===== src/hw/rtl/lsq_pkg.sv =====
// Shared types and constants for the linked slot queue.
// Used by the controller, the datapath and the top level; depends on nothing.
`timescale 1ns / 1ps

package lsq_pkg;

	// Width of the dequeued payload on the result port.
	localparam int unsigned OUT_W = 32;

	// The retire list holds up to three entries; a dequeue adds one while there is room.
	localparam int unsigned RET_DEPTH = 3;
	localparam int unsigned RET_CW    = 2;

	localparam logic CMD_ENQ = 1'b0;
	localparam logic CMD_DEQ = 1'b1;

	localparam logic ST_OK   = 1'b0;
	localparam logic ST_FAIL = 1'b1;

	// One datapath operation per cycle, chosen by the controller.
	typedef enum logic [3:0] {
		OP_NONE,
		OP_CLEAR,
		OP_LOAD,
		OP_RCL_STEP,
		OP_RCL_END,
		OP_SCAN_FIRST,
		OP_SCAN_CHECK,
		OP_ALLOC,
		OP_WALK_FIRST,
		OP_WALK_CHECK,
		OP_LINK,
		OP_DEQ_READ,
		OP_DEQ_CHECK,
		OP_DEQ_DATA
	} lsq_op_t;

	typedef struct packed {
		lsq_op_t op;
	} lsq_cmd_t;

	typedef struct packed {
		logic clr_last;
		logic rcl_more;
		logic scan_free;
		logic scan_last;
		logic walk_stop;
		logic deq_empty;
	} lsq_stat_t;

endpackage


===== src/hw/rtl/lsq_ram.sv =====
// Generic single-write, single-read memory with a registered read port.
// Stand-alone; holds no reset and needs no package.
`timescale 1ns / 1ps

module lsq_ram #(
	parameter int unsigned WIDTH = 8,
	parameter int unsigned DEPTH = 16
) (
	input  logic                     clk,
	input  logic                     we,
	input  logic [$clog2(DEPTH)-1:0] waddr,
	input  logic [WIDTH-1:0]         wdata,
	input  logic [$clog2(DEPTH)-1:0] raddr,
	output logic [WIDTH-1:0]         rdata
);

	logic [WIDTH-1:0] mem_q [DEPTH];

	always_ff @(posedge clk) begin
		if (we) begin
			mem_q[waddr] <= wdata;
		end
		rdata <= mem_q[raddr];
	end

endmodule


===== src/hw/rtl/lsq_ctrl.sv =====
// Controller state machine of the linked slot queue.
// Depends on lsq_pkg; drives the datapath operation and the result strobe.
`timescale 1ns / 1ps

module lsq_ctrl (
	input  logic              clk,
	input  logic              arst_n,
	input  logic              start,
	input  logic              cmd,
	output logic              busy,
	output logic              done,
	output logic              status,
	output lsq_pkg::lsq_cmd_t ctl,
	input  lsq_pkg::lsq_stat_t st
);

	import lsq_pkg::*;

	typedef enum logic [3:0] {
		S_CLEAR,
		S_IDLE,
		S_RCL,
		S_SCAN_RD,
		S_SCAN_CK,
		S_ALLOC,
		S_WALK_RD,
		S_WALK_CK,
		S_LINK,
		S_DEQ_RD,
		S_DEQ_CK,
		S_DEQ_DATA
	} state_t;

	state_t state_q;
	logic   cmd_q;
	logic   second_q;
	logic   done_q;
	logic   status_q;

	assign busy   = (state_q != S_IDLE);
	assign done   = done_q;
	assign status = status_q;

	always_comb begin
		ctl.op = OP_NONE;
		unique case (state_q)
			S_CLEAR:    ctl.op = OP_CLEAR;
			S_IDLE:     ctl.op = start ? OP_LOAD : OP_NONE;
			S_RCL:      ctl.op = st.rcl_more ? OP_RCL_STEP : OP_RCL_END;
			S_SCAN_RD:  ctl.op = OP_SCAN_FIRST;
			S_SCAN_CK:  ctl.op = OP_SCAN_CHECK;
			S_ALLOC:    ctl.op = OP_ALLOC;
			S_WALK_RD:  ctl.op = OP_WALK_FIRST;
			S_WALK_CK:  ctl.op = OP_WALK_CHECK;
			S_LINK:     ctl.op = OP_LINK;
			S_DEQ_RD:   ctl.op = OP_DEQ_READ;
			S_DEQ_CK:   ctl.op = OP_DEQ_CHECK;
			S_DEQ_DATA: ctl.op = OP_DEQ_DATA;
			default:    ctl.op = OP_NONE;
		endcase
	end

	always_ff @(posedge clk or negedge arst_n) begin
		if (!arst_n) begin
			state_q  <= S_CLEAR;
			cmd_q    <= CMD_ENQ;
			second_q <= 1'b0;
			done_q   <= 1'b0;
			status_q <= ST_OK;
		end else begin
			done_q <= 1'b0;
			unique case (state_q)
				S_CLEAR: begin
					if (st.clr_last) begin
						state_q <= S_IDLE;
					end
				end
				S_IDLE: begin
					if (start) begin
						cmd_q    <= cmd;
						second_q <= 1'b0;
						state_q  <= S_RCL;
					end
				end
				S_RCL: begin
					if (!st.rcl_more) begin
						// A dequeue runs the reclaim a second time after retiring the old dummy.
						if (second_q) begin
							done_q   <= 1'b1;
							status_q <= ST_OK;
							state_q  <= S_IDLE;
						end else if (cmd_q == CMD_DEQ) begin
							state_q <= S_DEQ_RD;
						end else begin
							state_q <= S_SCAN_RD;
						end
					end
				end
				S_SCAN_RD: state_q <= S_SCAN_CK;
				S_SCAN_CK: begin
					if (st.scan_free) begin
						state_q <= S_ALLOC;
					end else if (st.scan_last) begin
						done_q   <= 1'b1;
						status_q <= ST_FAIL;
						state_q  <= S_IDLE;
					end
				end
				S_ALLOC:   state_q <= S_WALK_RD;
				S_WALK_RD: state_q <= S_WALK_CK;
				S_WALK_CK: begin
					if (st.walk_stop) begin
						state_q <= S_LINK;
					end
				end
				S_LINK: begin
					done_q   <= 1'b1;
					status_q <= ST_OK;
					state_q  <= S_IDLE;
				end
				S_DEQ_RD: state_q <= S_DEQ_CK;
				S_DEQ_CK: begin
					if (st.deq_empty) begin
						done_q   <= 1'b1;
						status_q <= ST_FAIL;
						state_q  <= S_IDLE;
					end else begin
						state_q <= S_DEQ_DATA;
					end
				end
				S_DEQ_DATA: begin
					second_q <= 1'b1;
					state_q  <= S_RCL;
				end
				default: state_q <= S_IDLE;
			endcase
		end
	end

endmodule


===== src/hw/rtl/lsq_dpath.sv =====
// Datapath of the linked slot queue: slot link and payload memories, list
// pointers, hazard registers and the retire list. Depends on lsq_pkg and lsq_ram.
`timescale 1ns / 1ps

module lsq_dpath #(
	parameter int unsigned SLOTS      = 16,
	parameter int unsigned DATA_WIDTH = 32
) (
	input  logic                        clk,
	input  logic                        arst_n,
	input  logic [DATA_WIDTH-1:0]       data_in,
	output logic [lsq_pkg::OUT_W-1:0]   data_out,
	input  lsq_pkg::lsq_cmd_t           ctl,
	output lsq_pkg::lsq_stat_t          st
);

	import lsq_pkg::*;

	localparam int unsigned IW = $clog2(SLOTS);
	localparam int unsigned PW = IW + 1;
	localparam int unsigned LW = IW + 2;
	localparam logic [PW-1:0] NIL  = PW'(SLOTS);
	localparam logic [IW-1:0] LAST = IW'(SLOTS - 1);

	// Link entry: used flag, no-next flag, next index.
	localparam int unsigned L_USED = LW - 1;
	localparam int unsigned L_NIL  = LW - 2;

	logic [IW-1:0]         clr_q;
	logic [IW-1:0]         head_q;
	logic [IW-1:0]         tail_q;
	logic [IW-1:0]         sp_q;
	logic [PW-1:0]         haz0_q;
	logic [PW-1:0]         haz1_q;
	logic [IW-1:0]         ret_q [RET_DEPTH];
	logic [RET_CW-1:0]     ret_cnt_q;
	logic [RET_CW-1:0]     rcl_rd_q;
	logic [RET_CW-1:0]     rcl_kept_q;
	logic [IW-1:0]         scan_q;
	logic [IW-1:0]         scan_cnt_q;
	logic [IW-1:0]         node_q;
	logic [IW-1:0]         walk_q;
	logic                  walk_used_q;
	logic [PW-1:0]         moves_q;
	logic [DATA_WIDTH-1:0] data_q;
	logic [DATA_WIDTH-1:0] dout_q;

	logic                  link_we;
	logic [IW-1:0]         link_waddr;
	logic [LW-1:0]         link_wdata;
	logic [IW-1:0]         link_raddr;
	logic [LW-1:0]         link_rd;
	logic [DATA_WIDTH-1:0] pay_rd;

	logic [IW-1:0]         rd_idx;
	logic                  rd_nil;
	logic [IW-1:0]         rcl_e;
	logic                  rcl_keep;
	logic [IW-1:0]         scan_nxt;

	assign rd_idx   = link_rd[IW-1:0];
	assign rd_nil   = link_rd[L_NIL];
	assign rcl_e    = ret_q[rcl_rd_q];
	assign rcl_keep = ({1'b0, rcl_e} == haz0_q) || ({1'b0, rcl_e} == haz1_q);
	assign scan_nxt = (scan_q == LAST) ? '0 : scan_q + IW'(1);

	assign st.clr_last  = (clr_q == LAST);
	assign st.rcl_more  = (rcl_rd_q < ret_cnt_q);
	assign st.scan_free = !link_rd[L_USED];
	assign st.scan_last = (scan_cnt_q == LAST);
	assign st.walk_stop = rd_nil || (moves_q == NIL);
	assign st.deq_empty = rd_nil;

	always_comb begin
		link_we    = 1'b0;
		link_waddr = walk_q;
		link_wdata = {1'b0, 1'b1, {IW{1'b0}}};
		link_raddr = walk_q;
		case (ctl.op)
			OP_CLEAR: begin
				link_we    = 1'b1;
				link_waddr = clr_q;
				link_wdata = {(clr_q == '0), 1'b1, {IW{1'b0}}};
			end
			OP_RCL_STEP: begin
				link_we    = !rcl_keep;
				link_waddr = rcl_e;
			end
			OP_SCAN_FIRST: link_raddr = sp_q;
			OP_SCAN_CHECK: link_raddr = scan_nxt;
			OP_ALLOC: begin
				link_we    = 1'b1;
				link_waddr = scan_q;
				link_wdata = {1'b1, 1'b1, {IW{1'b0}}};
			end
			OP_WALK_CHECK: link_raddr = rd_idx;
			OP_LINK: begin
				link_we    = 1'b1;
				link_waddr = walk_q;
				link_wdata = {walk_used_q, 1'b0, node_q};
			end
			OP_DEQ_READ: link_raddr = head_q;
			default: ;
		endcase
	end

	lsq_ram #(
		.WIDTH(LW),
		.DEPTH(SLOTS)
	) u_link_ram (
		.clk  (clk),
		.we   (link_we),
		.waddr(link_waddr),
		.wdata(link_wdata),
		.raddr(link_raddr),
		.rdata(link_rd)
	);

	// The payload read follows the next index just read from the head slot.
	lsq_ram #(
		.WIDTH(DATA_WIDTH),
		.DEPTH(SLOTS)
	) u_pay_ram (
		.clk  (clk),
		.we   (ctl.op == OP_ALLOC),
		.waddr(scan_q),
		.wdata(data_q),
		.raddr(rd_idx),
		.rdata(pay_rd)
	);

	always_ff @(posedge clk or negedge arst_n) begin
		if (!arst_n) begin
			clr_q      <= '0;
			head_q     <= '0;
			tail_q     <= '0;
			sp_q       <= '0;
			haz0_q     <= NIL;
			haz1_q     <= NIL;
			ret_cnt_q  <= '0;
			rcl_rd_q   <= '0;
			rcl_kept_q <= '0;
		end else begin
			case (ctl.op) inside
				OP_CLEAR: clr_q <= clr_q + IW'(1);
				OP_LOAD, OP_DEQ_DATA: begin
					rcl_rd_q   <= '0;
					rcl_kept_q <= '0;
				end
				OP_RCL_STEP: begin
					rcl_rd_q <= rcl_rd_q + RET_CW'(1);
					if (rcl_keep) begin
						rcl_kept_q <= rcl_kept_q + RET_CW'(1);
					end
				end
				OP_RCL_END: ret_cnt_q <= rcl_kept_q;
				OP_ALLOC:   sp_q <= scan_q;
				OP_LINK: begin
					haz0_q <= {1'b0, walk_q};
					tail_q <= node_q;
				end
				OP_DEQ_CHECK: begin
					haz0_q <= {1'b0, head_q};
					haz1_q <= rd_nil ? NIL : {1'b0, rd_idx};
					if (!rd_nil) begin
						head_q <= rd_idx;
						if (tail_q == head_q) begin
							tail_q <= rd_idx;
						end
						if (ret_cnt_q != RET_CW'(RET_DEPTH)) begin
							ret_cnt_q <= ret_cnt_q + RET_CW'(1);
						end
					end
				end
				default: ;
			endcase
		end
	end

	always_ff @(posedge clk) begin
		case (ctl.op)
			OP_LOAD: begin
				data_q <= data_in;
				dout_q <= '0;
			end
			OP_RCL_STEP: begin
				// Kept entries move down in place, so order is preserved.
				if (rcl_keep) begin
					ret_q[rcl_kept_q] <= rcl_e;
				end
			end
			OP_SCAN_FIRST: begin
				scan_q     <= sp_q;
				scan_cnt_q <= '0;
			end
			OP_SCAN_CHECK: begin
				if (link_rd[L_USED]) begin
					scan_q     <= scan_nxt;
					scan_cnt_q <= scan_cnt_q + IW'(1);
				end
			end
			OP_ALLOC: begin
				node_q  <= scan_q;
				walk_q  <= tail_q;
				moves_q <= '0;
			end
			OP_WALK_CHECK: begin
				walk_used_q <= link_rd[L_USED];
				if (!(rd_nil || (moves_q == NIL))) begin
					walk_q  <= rd_idx;
					moves_q <= moves_q + PW'(1);
				end
			end
			OP_DEQ_CHECK: begin
				if (!rd_nil && (ret_cnt_q != RET_CW'(RET_DEPTH))) begin
					ret_q[ret_cnt_q] <= head_q;
				end
			end
			OP_DEQ_DATA: dout_q <= pay_rd;
			default: ;
		endcase
	end

	generate
		if (DATA_WIDTH >= OUT_W) begin : g_trunc
			assign data_out = dout_q[OUT_W-1:0];
		end else begin : g_ext
			assign data_out = {{(OUT_W - DATA_WIDTH){1'b0}}, dout_q};
		end
	endgenerate

endmodule


===== src/hw/rtl/linked_slot_queue_with_deferred_free.sv =====
// Linked slot queue with deferred slot reclamation, one operation at a time.
// Enqueue checks retired entries, scans for a free slot testing one per cycle, allocates
// it, walks from the tail to the list end and links it; a full pool fails it. Dequeue
// reclaims, reads the head, fetches the payload and reclaims again, or fails on an empty
// queue. The next item is accepted from the cycle in which done is high. After reset a
// clearing pass initialises the link memory with busy high; done cannot be stalled.
`timescale 1ns / 1ps

module linked_slot_queue_with_deferred_free #(
	parameter int unsigned SLOTS      = 16,
	parameter int unsigned DATA_WIDTH = 32
) (
	input  logic                      clk,
	input  logic                      arst_n,
	input  logic                      start,
	output logic                      busy,
	input  logic                      cmd,
	input  logic [DATA_WIDTH-1:0]     data_in,
	output logic                      done,
	output logic                      status,
	output logic [lsq_pkg::OUT_W-1:0] data_out
);

	import lsq_pkg::*;

	lsq_cmd_t  ctl;
	lsq_stat_t st;

	lsq_ctrl u_ctrl (
		.clk   (clk),
		.arst_n(arst_n),
		.start (start),
		.cmd   (cmd),
		.busy  (busy),
		.done  (done),
		.status(status),
		.ctl   (ctl),
		.st    (st)
	);

	lsq_dpath #(
		.SLOTS     (SLOTS),
		.DATA_WIDTH(DATA_WIDTH)
	) u_dpath (
		.clk     (clk),
		.arst_n  (arst_n),
		.data_in (data_in),
		.data_out(data_out),
		.ctl     (ctl),
		.st      (st)
	);

endmodule

===== config.mk =====
export PLATFORM = sky130hd
export DESIGN_NAME = linked_slot_queue_with_deferred_free
export DESIGN_NICKNAME = d
export VERILOG_FILES = /design/src/hw/rtl/lsq_pkg.sv /design/src/hw/rtl/lsq_ram.sv /design/src/hw/rtl/lsq_ctrl.sv /design/src/hw/rtl/lsq_dpath.sv /design/src/hw/rtl/linked_slot_queue_with_deferred_free.sv
export SDC_FILE = /design/constraint.sdc
export NUM_CORES = 1
export LEC_CHECK = 0
export BUFFER_PORTS_ARGS = -buffer_cell sky130_fd_sc_hd__buf_2
export CORE_MARGIN = 8
export CORE_UTILIZATION = 40
export CTS_CLUSTER_DIAMETER = 80
export DETAILED_ROUTE_END_ITERATION = 8
export PLACE_DENSITY = 0.61
export SYNTH_ARGS = -nofsm -noshare
export SYNTH_HDL_FRONTEND = slang
export SYNTH_SLANG_ARGS = --single-unit

===== constraint.sdc =====
create_clock -name clk -period 4.17 [get_ports clk]
set_input_delay 0.834 -clock clk [delete_from_list [all_inputs] [get_ports clk]]
set_output_delay 0.834 -clock clk [all_outputs]
set_load 0.01 [all_outputs]

==> impl_metrics.py, run 1 <==
metrics = {
    "synth": {
        "synth_enable_flop_cells": 706,
        "yosys.area.top_type": "edfxtp_1",
        "ys_async_sr_fraction_pct": 5.10,
        "synth_area_leaders": "edfxtp_1, mux4_2, dfrtp_1, dfxtp_1, nand2_1",
        "synth_cell_type_count": 78,
        "syn_area_per_cell_sq_um": 19.7,
        "ys_seq_area_share_pct": 75.4,
        "synth-seq-cells": 784,
        "synthFlopType": "edfxtp_1",
        "synth_top_area_share_pct": 69.6,
        "synthCells": 1546,
        "netlist_area_sq_um": 30500,
        "syn_nets": 1593,
        "ys_warn_count": 0,
    },
    "cts": {
        "hold_buffers": 0,
        "clock-sinks": 784,
        "cts-root-buf": "clkbuf_16",
        "insertion_delay_ns": 0.63,
        "h-tree-depth": 3,
        "cts_buffers": 81,
        "clockBufferDepth": 3,
        "cts_resized": 0,
        "post-cts-setup-buffers": 0,
        "clk_pin_slew_ns": 0.06,
        "cts_tree": "yes",
    },
    "drt": {
        "drt_iter0_markers": 1481,
        "wl_per_cell_microns": 24.9,
        "drt-pass1-iter-count": 5,
        "finalWirelength_mm": 67.7,
        "avgViaCountPerCell": 5.55,
        "drcViolationCount": 0,
        "via_count": 15100,
        "drtAntennaViolNets": 0,
    },
    "worst_setup_path": {
        "arrival_ns": 3.83,
        "cp_max_fo": 11,
        "crit_buf_inv": 1,
        "worst_path_max_delay_cell": "a211oi_4",
        "critPathTopFamily": "compound AO/OA/AOI/OAI gates",
        "worstSetupEndpointType": "register",
        "start_kind": "register",
        "cp_data_required_time_ns": 4.49,
        "cp_cell_sequence": "or4b_4 > a211oi_4 > mux2i_1 > a221oi_2 > or2_2 > a2111oi_1 > buf_4",
        "crit_type": "reg2reg",
        "critPathMaxStageDelay_ns": 0.62,
    },
    "place": {
        "gp_congestion": 0.848,
        "dp_hpwl_mm": 38.2,
        "portBuffers": 70,
    },
    "cells_and_area": {
        "n_antenna_cell": 0,
        "nets": 1720,
        "syn_to_final_growth_pct": 15.0,
        "final_cell_mix": "edfxtp_1, mux4_2, nand2_1",
        "drive_gt1_share_pct": 27.9,
        "mostFrequentLayoutCell": "edfxtp_1",
        "multiInputGateArea_sq_um": 7070,
        "ff_latch_area_sq_um": 23000,
        "fillers": 6248,
        "fin_util_pct": 46.3,
    },
    "timing": {
        "finalSetupTns_ns": 0,
        "setup_viol": 0,
        "slew_headroom_pct": 20.3,
        "finClkSkew_ns": 0.0266,
        "drv_slew": 0,
        "rsz0062_at_grt": "no",
        "fin_crit_sh_pct": 84.2,
        "tightest_slew_ns": 1.19,
        "hold_ws_ns": 0.369,
        "fmax_mhz": 285,
        "finalHoldViolCount": 0,
        "post-route-min-period_ns": 3.51,
    },
    "hold_path": {
        "min_path_type": "in2async",
    },
    "grt": {
        "grt-ovfl-total": 0,
        "antenna_found_initial": 1,
        "grt_max_degree": 133,
        "grt_use_total_pct": 15.7,
        "first_global_vias": 15500,
        "grt_pass1_wl_mm": 101,
    },
    "power": {
        "power_w": 0.0246,
        "leakagePower_nw": 11.6,
        "vdd_drop_max_mv": 0.452,
        "power_density_nw_per_um2": 703,
    },
    "flow_run": {
        "drv_cap": 0,
    },
    "floorplan": {
        "fp.dieW_microns": 292,
        "die_y_microns": 292,
        "core-area_sq_um": 75700,
        "die_area_sq_um": 85200,
        "initial_utilization_pct": 40.2,
        "num_io_pins": 71,
        "rows": 101,
    },
    "status": {
        "status": "complete, no violations",
    },
}
==> synth_stat cells (6+ instances only) <==
cell type	instances
a31oi_1	6
nor3_1	7
nand4_1	7
nand3_1	14
a2111oi_2	6
edfxtp_1	706
xnor2_1	10
nor2_1	34
o211ai_1	22
o21ai_0	27
dfrtp_1	38
nor2b_1	9
ha_1	11
a221oi_1	6
mux2i_1	12
clkbuf_1	46
a311o_1	6
inv_1	34
mux2_2	19
buf_1	16
nand2_1	90
and3_1	14
nor4_1	8
a2111oi_1	7
and2_1	49
buf_2	12
mux4_2	163
xor2_1	12
o221ai_1	12
dfxtp_1	38
a21oi_1	17
==> cell families after synthesis <==
kind of cell	Yosys count	share of synthesized area, %
AND/OR/NAND/NOR	264	4.62
adder cells (fa/ha/maj)	11	0.452
AO/OA/AOI/OAI	154	4.08
XOR/XNOR	22	0.633
multiplexers	196	13.3
flip-flops	784	75.4
buffers and inverters	115	1.55
==> state kept, by name, indices dropped and copies added (netlist names), 6 cells and up <==
register                  flops
u_dpath.ret_q                12
u_dpath.u_pay_ram.mem_q     512
u_dpath.u_link_ram.mem_q     96
u_dpath.data_out             32
u_dpath.u_link_ram.rdata      6
u_dpath.data_q               32
u_dpath.u_pay_ram.rdata      32
==> final timing paths <==
check	slack [ns]	cells past startpoint	start	end
max in group asynchronous	3.18	1	arst_n	u_dpath.sp_q[2]
worst max register to register	0.66	7	u_ctrl.state_q[3]	u_dpath.u_link_ram.mem_q[13][5]
min in group clk	0.38	1	data_in[13]	u_dpath.data_q[13]
worst min-delay path	0.37	1	arst_n	u_dpath.clr_q[3]
worst min register to register	0.48	2	u_dpath.haz0_q[4]	u_dpath.haz0_q[4]
worst max-delay path	0.66	7	u_ctrl.state_q[3]	u_dpath.u_link_ram.mem_q[13][5]
==> worst register-to-register path, cell delays in order (launching register included) <==
cell and delay, ns:
dfrtp_1 0.38, or4b_4 0.58, a211oi_4 0.62, mux2i_1 0.31
a221oi_2 0.08, or2_2 0.37, a2111oi_1 0.60, buf_4 0.28
==> final cells by class <==
type	instances	area share, %
clock buffer	98	6.09
clock inverter	53	2.03
inverter	37	0.397
multi-input combinational	647	20.2
sequential	784	65.6
tap	978	3.49
timing repair buffer	122	2.22
==> through the flow <==
| step | instances | setup slack (ns) | cell area (sq um) |
|---|---|---|---|
| 2_1_floorplan | 1546 | 0.502 | 30500 |
| 3_3_place_gp | 2568 | 0.784 | 32200 |
| 3_5_place_dp | 2568 | 0.707 | 32200 |
| 4_1_cts | 2719 | 0.693 | 35000 |
| 5_1_grt | 2719 | 0.472 | 35000 |
| 6_report | 2719 | 0.657 | 35000 |
==> power breakdown <==
part / total (W) / internal, W / switching, W
sequential: 0.0104 / 0.00973 / 0.000700
combinational: 0.00660 / 0.00292 / 0.00368
clock: 0.00761 / 0.00456 / 0.00305
total: 0.0246 / 0.0172 / 0.00743
==> layer usage <==
metal | track usage (%) | wire, microns
met5 | 0 | 0
met4 | 4.15 | 1150
met3 | 2.56 | 3600
met2 | 26.4 | 34000
met1 | 21.2 | 28900
Note: power is estimated with default switching activity, not from simulation.
==> run 2: changes to the inputs <==
--- a/config.mk
+++ b/config.mk
@@ -10,7 +10,7 @@
 export CORE_UTILIZATION = 40
 export CTS_CLUSTER_DIAMETER = 80
 export DETAILED_ROUTE_END_ITERATION = 8
-export PLACE_DENSITY = 0.61
+export PLACE_DENSITY = 0.63
 export SYNTH_ARGS = -nofsm -noshare
 export SYNTH_HDL_FRONTEND = slang
 export SYNTH_SLANG_ARGS = --single-unit
==> constraint.sdc (replaced) <==
create_clock -name clk -period 2.85 [get_ports clk]
set_input_delay 0.57 -clock clk [delete_from_list [all_inputs] [get_ports clk]]
set_output_delay 0.57 -clock clk [all_outputs]
set_load 0.01 [all_outputs]
==> impl_metrics.py, run 2 (same netlist as run 1, synthesis figures left out) <==
metrics = {
    "cells_and_area": {
        "n_antenna_cell": 0,
        "ff_latch_area_sq_um": 23000,
        "drive_gt1_share_pct": 31.7,
        "multiInputGateArea_sq_um": 7390,
        "regMostFlops": "u_dpath.u_pay_ram.mem_q",
        "final_cell_mix": "edfxtp_1, mux4_2, nand2_1",
        "fin_util_pct": 48.0,
        "fin_cells": 2790,
        "largest_register_ff_count": 512,
        "nets": 1790,
        "fillers": 6114,
        "syn_to_final_growth_pct": 19.3,
        "reg_top3": "u_dpath.u_pay_ram.mem_q: 512 flops, u_dpath.u_link_ram.mem_q: 96 flops",
        "mostFrequentLayoutCell": "edfxtp_1",
    },
    "timing": {
        "setup_viol": 6,
        "fmax_mhz": 350,
        "fin_crit_sh_pct": 100,
        "slew_headroom_pct": 36.5,
        "finClkSkew_ns": 0.0394,
        "drv_slew": 0,
        "post-route-min-period_ns": 2.86,
        "finalHoldViolCount": 0,
        "rsz0062_at_grt": "yes",
        "hold_ws_ns": 0.0732,
        "postLayoutSetupSlackWorst_ns": -0.00944,
        "tightest_slew_ns": 0.951,
    },
    "place": {
        "place_ws_ns": -0.0697,
        "gp_congestion": 0.860,
        "portBuffers": 70,
        "dpl.cell_count": 2623,
        "dp_hpwl_mm": 39.4,
    },
    "cts": {
        "clockBufferDepth": 3,
        "cts_tree": "yes",
        "h-tree-depth": 3,
        "hold_buffers": 0,
        "cts-root-buf": "clkbuf_16",
        "clock-sinks": 784,
        "insertion_delay_ns": 0.63,
        "cts_buffers": 82,
        "clk_pin_slew_ns": 0.06,
    },
    "worst_setup_path": {
        "worstSetupEndpointType": "register",
        "reg2reg_to": "u_dpath.u_link_ram.mem_q[3][2]",
        "worst_r2r_path_depth": 8,
        "cp_max_fo": 5,
        "reg2reg_slack_ns": -0.009,
        "reg2reg_from": "u_ctrl.state_q[2]",
        "worst_path_max_delay_cell": "or4b_4",
        "start_kind": "register",
        "cp_cell_sequence": "or4b_4 > a211oi_4 > mux2i_1 > a221oi_2 > nand2b_1 > buf_4 > a2111oi_4 > buf_4",
        "critPathMaxStageDelay_ns": 0.57,
        "crit_type": "reg2reg",
        "cp_data_required_time_ns": 3.19,
        "crit_top_cell": "buf_4",
        "arrival_ns": 3.20,
    },
    "power": {
        "power_w": 0.0381,
        "clockPowerShare_pct": 29.1,
        "internal_power_w": 0.0263,
        "p_sw_share_pct": 30.9,
        "power_frac_comb_pct": 31.3,
        "power_density_nw_per_um2": 1050,
        "leakagePower_nw": 12.1,
        "switchingPower_w": 0.0118,
        "seqPwrFrac_pct": 39.7,
        "vdd_drop_max_mv": 0.609,
    },
    "grt": {
        "grt_pass1_wl_mm": 103,
        "first_global_vias": 16100,
        "grt-ovfl-total": 0,
        "grt_use_total_pct": 15.9,
        "grt_max_degree": 62,
        "antenna_found_initial": 1,
    },
    "drt": {
        "met2_length_mm": 33.6,
        "highest_layer": "met4",
        "drt-pass1-iter-count": 5,
        "wl_per_cell_microns": 24.6,
        "met3WireLength_mm": 4.02,
        "avgViaCountPerCell": 5.52,
        "drt_iter0_markers": 1441,
        "drtAntennaViolNets": 0,
        "drcViolationCount": 0,
        "via_count": 15400,
        "met1Wirelength_mm": 29.7,
        "finalWirelength_mm": 68.6,
    },
    "status": {
        "status": "complete, but fails checks",
        "violations": "setup timing",
    },
    "floorplan": {
        "die_area_sq_um": 85200,
        "core-area_sq_um": 75700,
        "initial_utilization_pct": 40.2,
        "num_io_pins": 71,
        "fp.dieW_microns": 292,
        "rows": 101,
        "die_y_microns": 292,
    },
    "hold_path": {
        "min_path_type": "in2async",
    },
    "flow_run": {
        "drv_cap": 0,
    },
}
==> run 2: changes by cell type in the layout (fill, tap and decap cells not counted), sizes merged <==
cell / previous run / this run
buf: 122 / 189
bufbuf: 0 / 1
bufinv: 14 / 11
inv: 41 / 39
clkinv: 28 / 20
clkbuf: 98 / 114
==> run 2: critical path: cells and delay by family, from the launching register on <==
family,cells,cell delay (ns)
simple gates,2,0.79
buf+inv,2,0.38
compound gates,3,0.73
mux,1,0.26
flops,1,0.39
==> run 2: worst max path at each step <==
| stage | startpoint | endpoint | depth (start not counted) |
|---|---|---|---|
| 2_1_floorplan | u_ctrl.state_q[3] | u_dpath.u_link_ram.mem_q[2][0] | 7 |
| 3_3_place_gp | u_ctrl.state_q[3] | u_dpath.u_link_ram.mem_q[13][0] | 7 |
| 3_5_place_dp | u_ctrl.state_q[3] | u_dpath.u_link_ram.rdata[3] | 9 |
| 4_1_cts | u_ctrl.state_q[3] | u_dpath.u_link_ram.mem_q[11][3] | 7 |
| 5_1_grt | u_ctrl.state_q[2] | u_dpath.u_link_ram.mem_q[3][0] | 8 |
| 6_report | u_ctrl.state_q[2] | u_dpath.u_link_ram.mem_q[3][2] | 8 |
==> run 2: power by group through the flow <==
stage / logic (W) / clock network, W / registers [W]
floorplan: 0.00796 / 0 / 0.0149
global placement: 0.0112 / 0 / 0.0153
detailed placement: 0.0114 / 0 / 0.0153
CTS: 0.0116 / 0.0113 / 0.0151
global route: 0.0128 / 0.0117 / 0.0152
finish: 0.0119 / 0.0111 / 0.0151
==> run 2: metal layers <==
layer / GRT usage [%] / up-vias
met5: 0 / -
met4: 4.28 / 0
met3: 2.90 / 112
met2: 26.2 / 503
met1: 21.7 / 8095
li1: - / 6692
==> run 2: timing repair <==
item / in CTS / in global routing
cloned: 1 / 1
gates resized for setup: 5 / 27
pin swaps: 7 / 19
buffers inserted: 4 / 8
setup endpoints to repair: 43 / 97
==> run 2: cell type report <==
class	count	area share (%)
Tap cell	978	3.37
Multi-Input combinational cell	647	20.4
Inverter	37	0.430
Clock buffer	113	6.22
Timing Repair Buffer	191	4.80
Sequential cell	784	63.2
Clock inverter	40	1.58
==> run 2: metrics by stage <==
step	instance area, sq um	setup TNS (ns)
2_1_floorplan	30800	-7.93
6_report	36300	-0.0439
5_1_grt	36300	-3.54
4_1_cts	36100	0
3_3_place_gp	33200	0
3_5_place_dp	33200	-0.575
==> run 3: changes to the inputs <==
--- a/config.mk
+++ b/config.mk
@@ -7,10 +7,10 @@
 export LEC_CHECK = 0
 export BUFFER_PORTS_ARGS = -buffer_cell sky130_fd_sc_hd__buf_2
 export CORE_MARGIN = 8
-export CORE_UTILIZATION = 40
+export CORE_UTILIZATION = 45
 export CTS_CLUSTER_DIAMETER = 80
 export DETAILED_ROUTE_END_ITERATION = 8
-export PLACE_DENSITY = 0.63
+export PLACE_DENSITY = 0.69
 export SYNTH_ARGS = -nofsm -noshare
 export SYNTH_HDL_FRONTEND = slang
 export SYNTH_SLANG_ARGS = --single-unit
==> impl_metrics.py, run 3 (same netlist as run 1, synthesis figures left out) <==
metrics = {
    "timing": {
        "post-route-min-period_ns": 2.86,
        "finalHoldViolCount": 0,
        "rsz0062_at_grt": "yes",
        "finalSetupTns_ns": -0.0298,
        "hold_ws_ns": 0.0829,
        "finClkSkew_ns": 0.0311,
        "fmax_mhz": 350,
        "fin_crit_sh_pct": 100,
        "drv_slew": 0,
        "postLayoutSetupSlackWorst_ns": -0.00666,
        "setup_viol": 6,
        "tightest_slew_ns": 0.958,
        "slew_headroom_pct": 36.0,
    },
    "drt": {
        "avgViaCountPerCell": 5.76,
        "drt_iter0_markers": 1500,
        "wl_per_cell_microns": 25.0,
        "drcViolationCount": 0,
        "finalWirelength_mm": 67.2,
        "drtAntennaViolNets": 0,
        "drt-pass1-iter-count": 5,
        "via_count": 15500,
    },
    "worst_setup_path": {
        "crit_type": "reg2reg",
        "cp_data_required_time_ns": 3.17,
        "arrival_ns": 3.17,
        "start_kind": "register",
        "worstSetupEndpointType": "register",
        "cp_max_fo": 8,
    },
    "floorplan": {
        "rows": 95,
        "die_area_sq_um": 76300,
        "core-area_sq_um": 67000,
        "fp.dieW_microns": 276,
        "initial_utilization_pct": 45.4,
        "num_io_pins": 71,
        "die_y_microns": 276,
    },
    "cts": {
        "cts_tree": "yes",
        "hold_buffers": 0,
        "clk_pin_slew_ns": 0.06,
        "cts-root-buf": "clkbuf_16",
        "clockBufferDepth": 3,
        "h-tree-depth": 3,
        "cts_buffers": 82,
        "clock-sinks": 784,
        "insertion_delay_ns": 0.63,
    },
    "grt": {
        "grt-ovfl-total": 0,
        "grt_pass1_wl_mm": 101,
        "grt_use_total_pct": 17.4,
        "grt_max_degree": 113,
        "antenna_found_initial": 0,
        "first_global_vias": 15700,
    },
    "status": {
        "violations": "setup timing",
        "status": "complete, but fails checks",
    },
    "place": {
        "dp_hpwl_mm": 39.0,
        "postPlaceCellArea_sq_um": 33000,
        "gp_congestion": 0.909,
        "portBuffers": 70,
    },
    "power": {
        "vdd_drop_max_mv": 0.674,
        "power_density_nw_per_um2": 1040,
        "leakagePower_nw": 12.0,
        "power_w": 0.0373,
    },
    "cells_and_area": {
        "reg_top3": "u_dpath.u_pay_ram.mem_q: 512 flops, u_dpath.u_link_ram.mem_q: 96 flops",
        "drive_gt1_share_pct": 31.9,
        "final_cell_mix": "edfxtp_1, mux4_2, buf_4",
        "syn_to_final_growth_pct": 18.0,
        "mostFrequentLayoutCell": "edfxtp_1",
        "nets": 1795,
        "fin_util_pct": 53.6,
        "largest_register_ff_count": 512,
        "n_antenna_cell": 0,
        "fin_area_sq_um": 36000,
        "regMostFlops": "u_dpath.u_pay_ram.mem_q",
    },
    "flow_run": {
        "drv_cap": 0,
    },
    "hold_path": {
        "min_path_type": "in2async",
    },
}
[run 3: changes by cell type in the layout (fill, tap and decap cells not counted), sizes merged]
cell      previous run  this run
buf                189       195
bufbuf               1         0
bufinv              11         6
clkbuf             114       113
clkinv              20        27
clkinvlp             7         3
inv                 39        41
[run 3: worst max-delay path, stage by stage, from the launching register on]
cell and delay (ns):
dfrtp_1 0.39, or4b_4 0.57, a211oi_4 0.30, buf_4 0.18, buf_6 0.12, mux2i_4 0.32, inv_6 0.13, a2111oi_4 0.33
buf_4 0.22
[run 3: metrics by stage]
stage                     worst slack (ns)  cells
after floorplan                     -0.126   1546
after global placement             0.00927   2523
after detailed placement           -0.0581   2523
after CTS                          -0.0196   2677
after global routing               -0.0727   2689
final                             -0.00666   2689
[run 3: layout make-up]
cell class | instances | area [sq um]
Clock buffer | 112 | 2320
Clock inverter | 40 | 393
Fill cell | 5088 | 31100
Inverter | 37 | 154
Multi-Input combinational cell | 647 | 7410
Sequential cell | 784 | 23000
Tap cell | 873 | 1090
Timing Repair Buffer | 196 | 1610
[run 3: timing repair]
item,in CTS,in global routing
gates cloned,0,1
gates resized for setup,2,24
setup buffers,2,11
endpoints found under the setup margin,100,110
pin swaps,3,14
[run 3: report_power, final]
group	internal, W	switching [W]
combinational	0.00528	0.00628
clock	0.00627	0.00434
sequential	0.0142	0.000918
[run 3: per-layer routing]
layer,GRT usage (%),routed length (microns),vias up
met4,4.86,1460,0
met2,27.9,32600,589
met3,3.23,4430,110
met5,0,0,-
met1,24.3,28800,8098
li1,-,-,6695
[run 3: worst paths after layout]
check / start / slack [ns] / endpoint / cells past startpoint
hold / removal: arst_n / 0.08 / u_dpath.clr_q[0] / 1
setup / recovery: u_ctrl.state_q[3] / -0.007 / u_dpath.u_link_ram.mem_q[14][4] / 8
min in group clk: data_in[16] / 0.11 / u_dpath.data_q[16] / 1
hold reg to reg: u_dpath.haz1_q[4] / 0.47 / u_dpath.haz1_q[4] / 2
max in group asynchronous: arst_n / 2.16 / u_dpath.ret_cnt_q[1] / 1
setup reg to reg: u_ctrl.state_q[3] / -0.007 / u_dpath.u_link_ram.mem_q[14][4] / 8
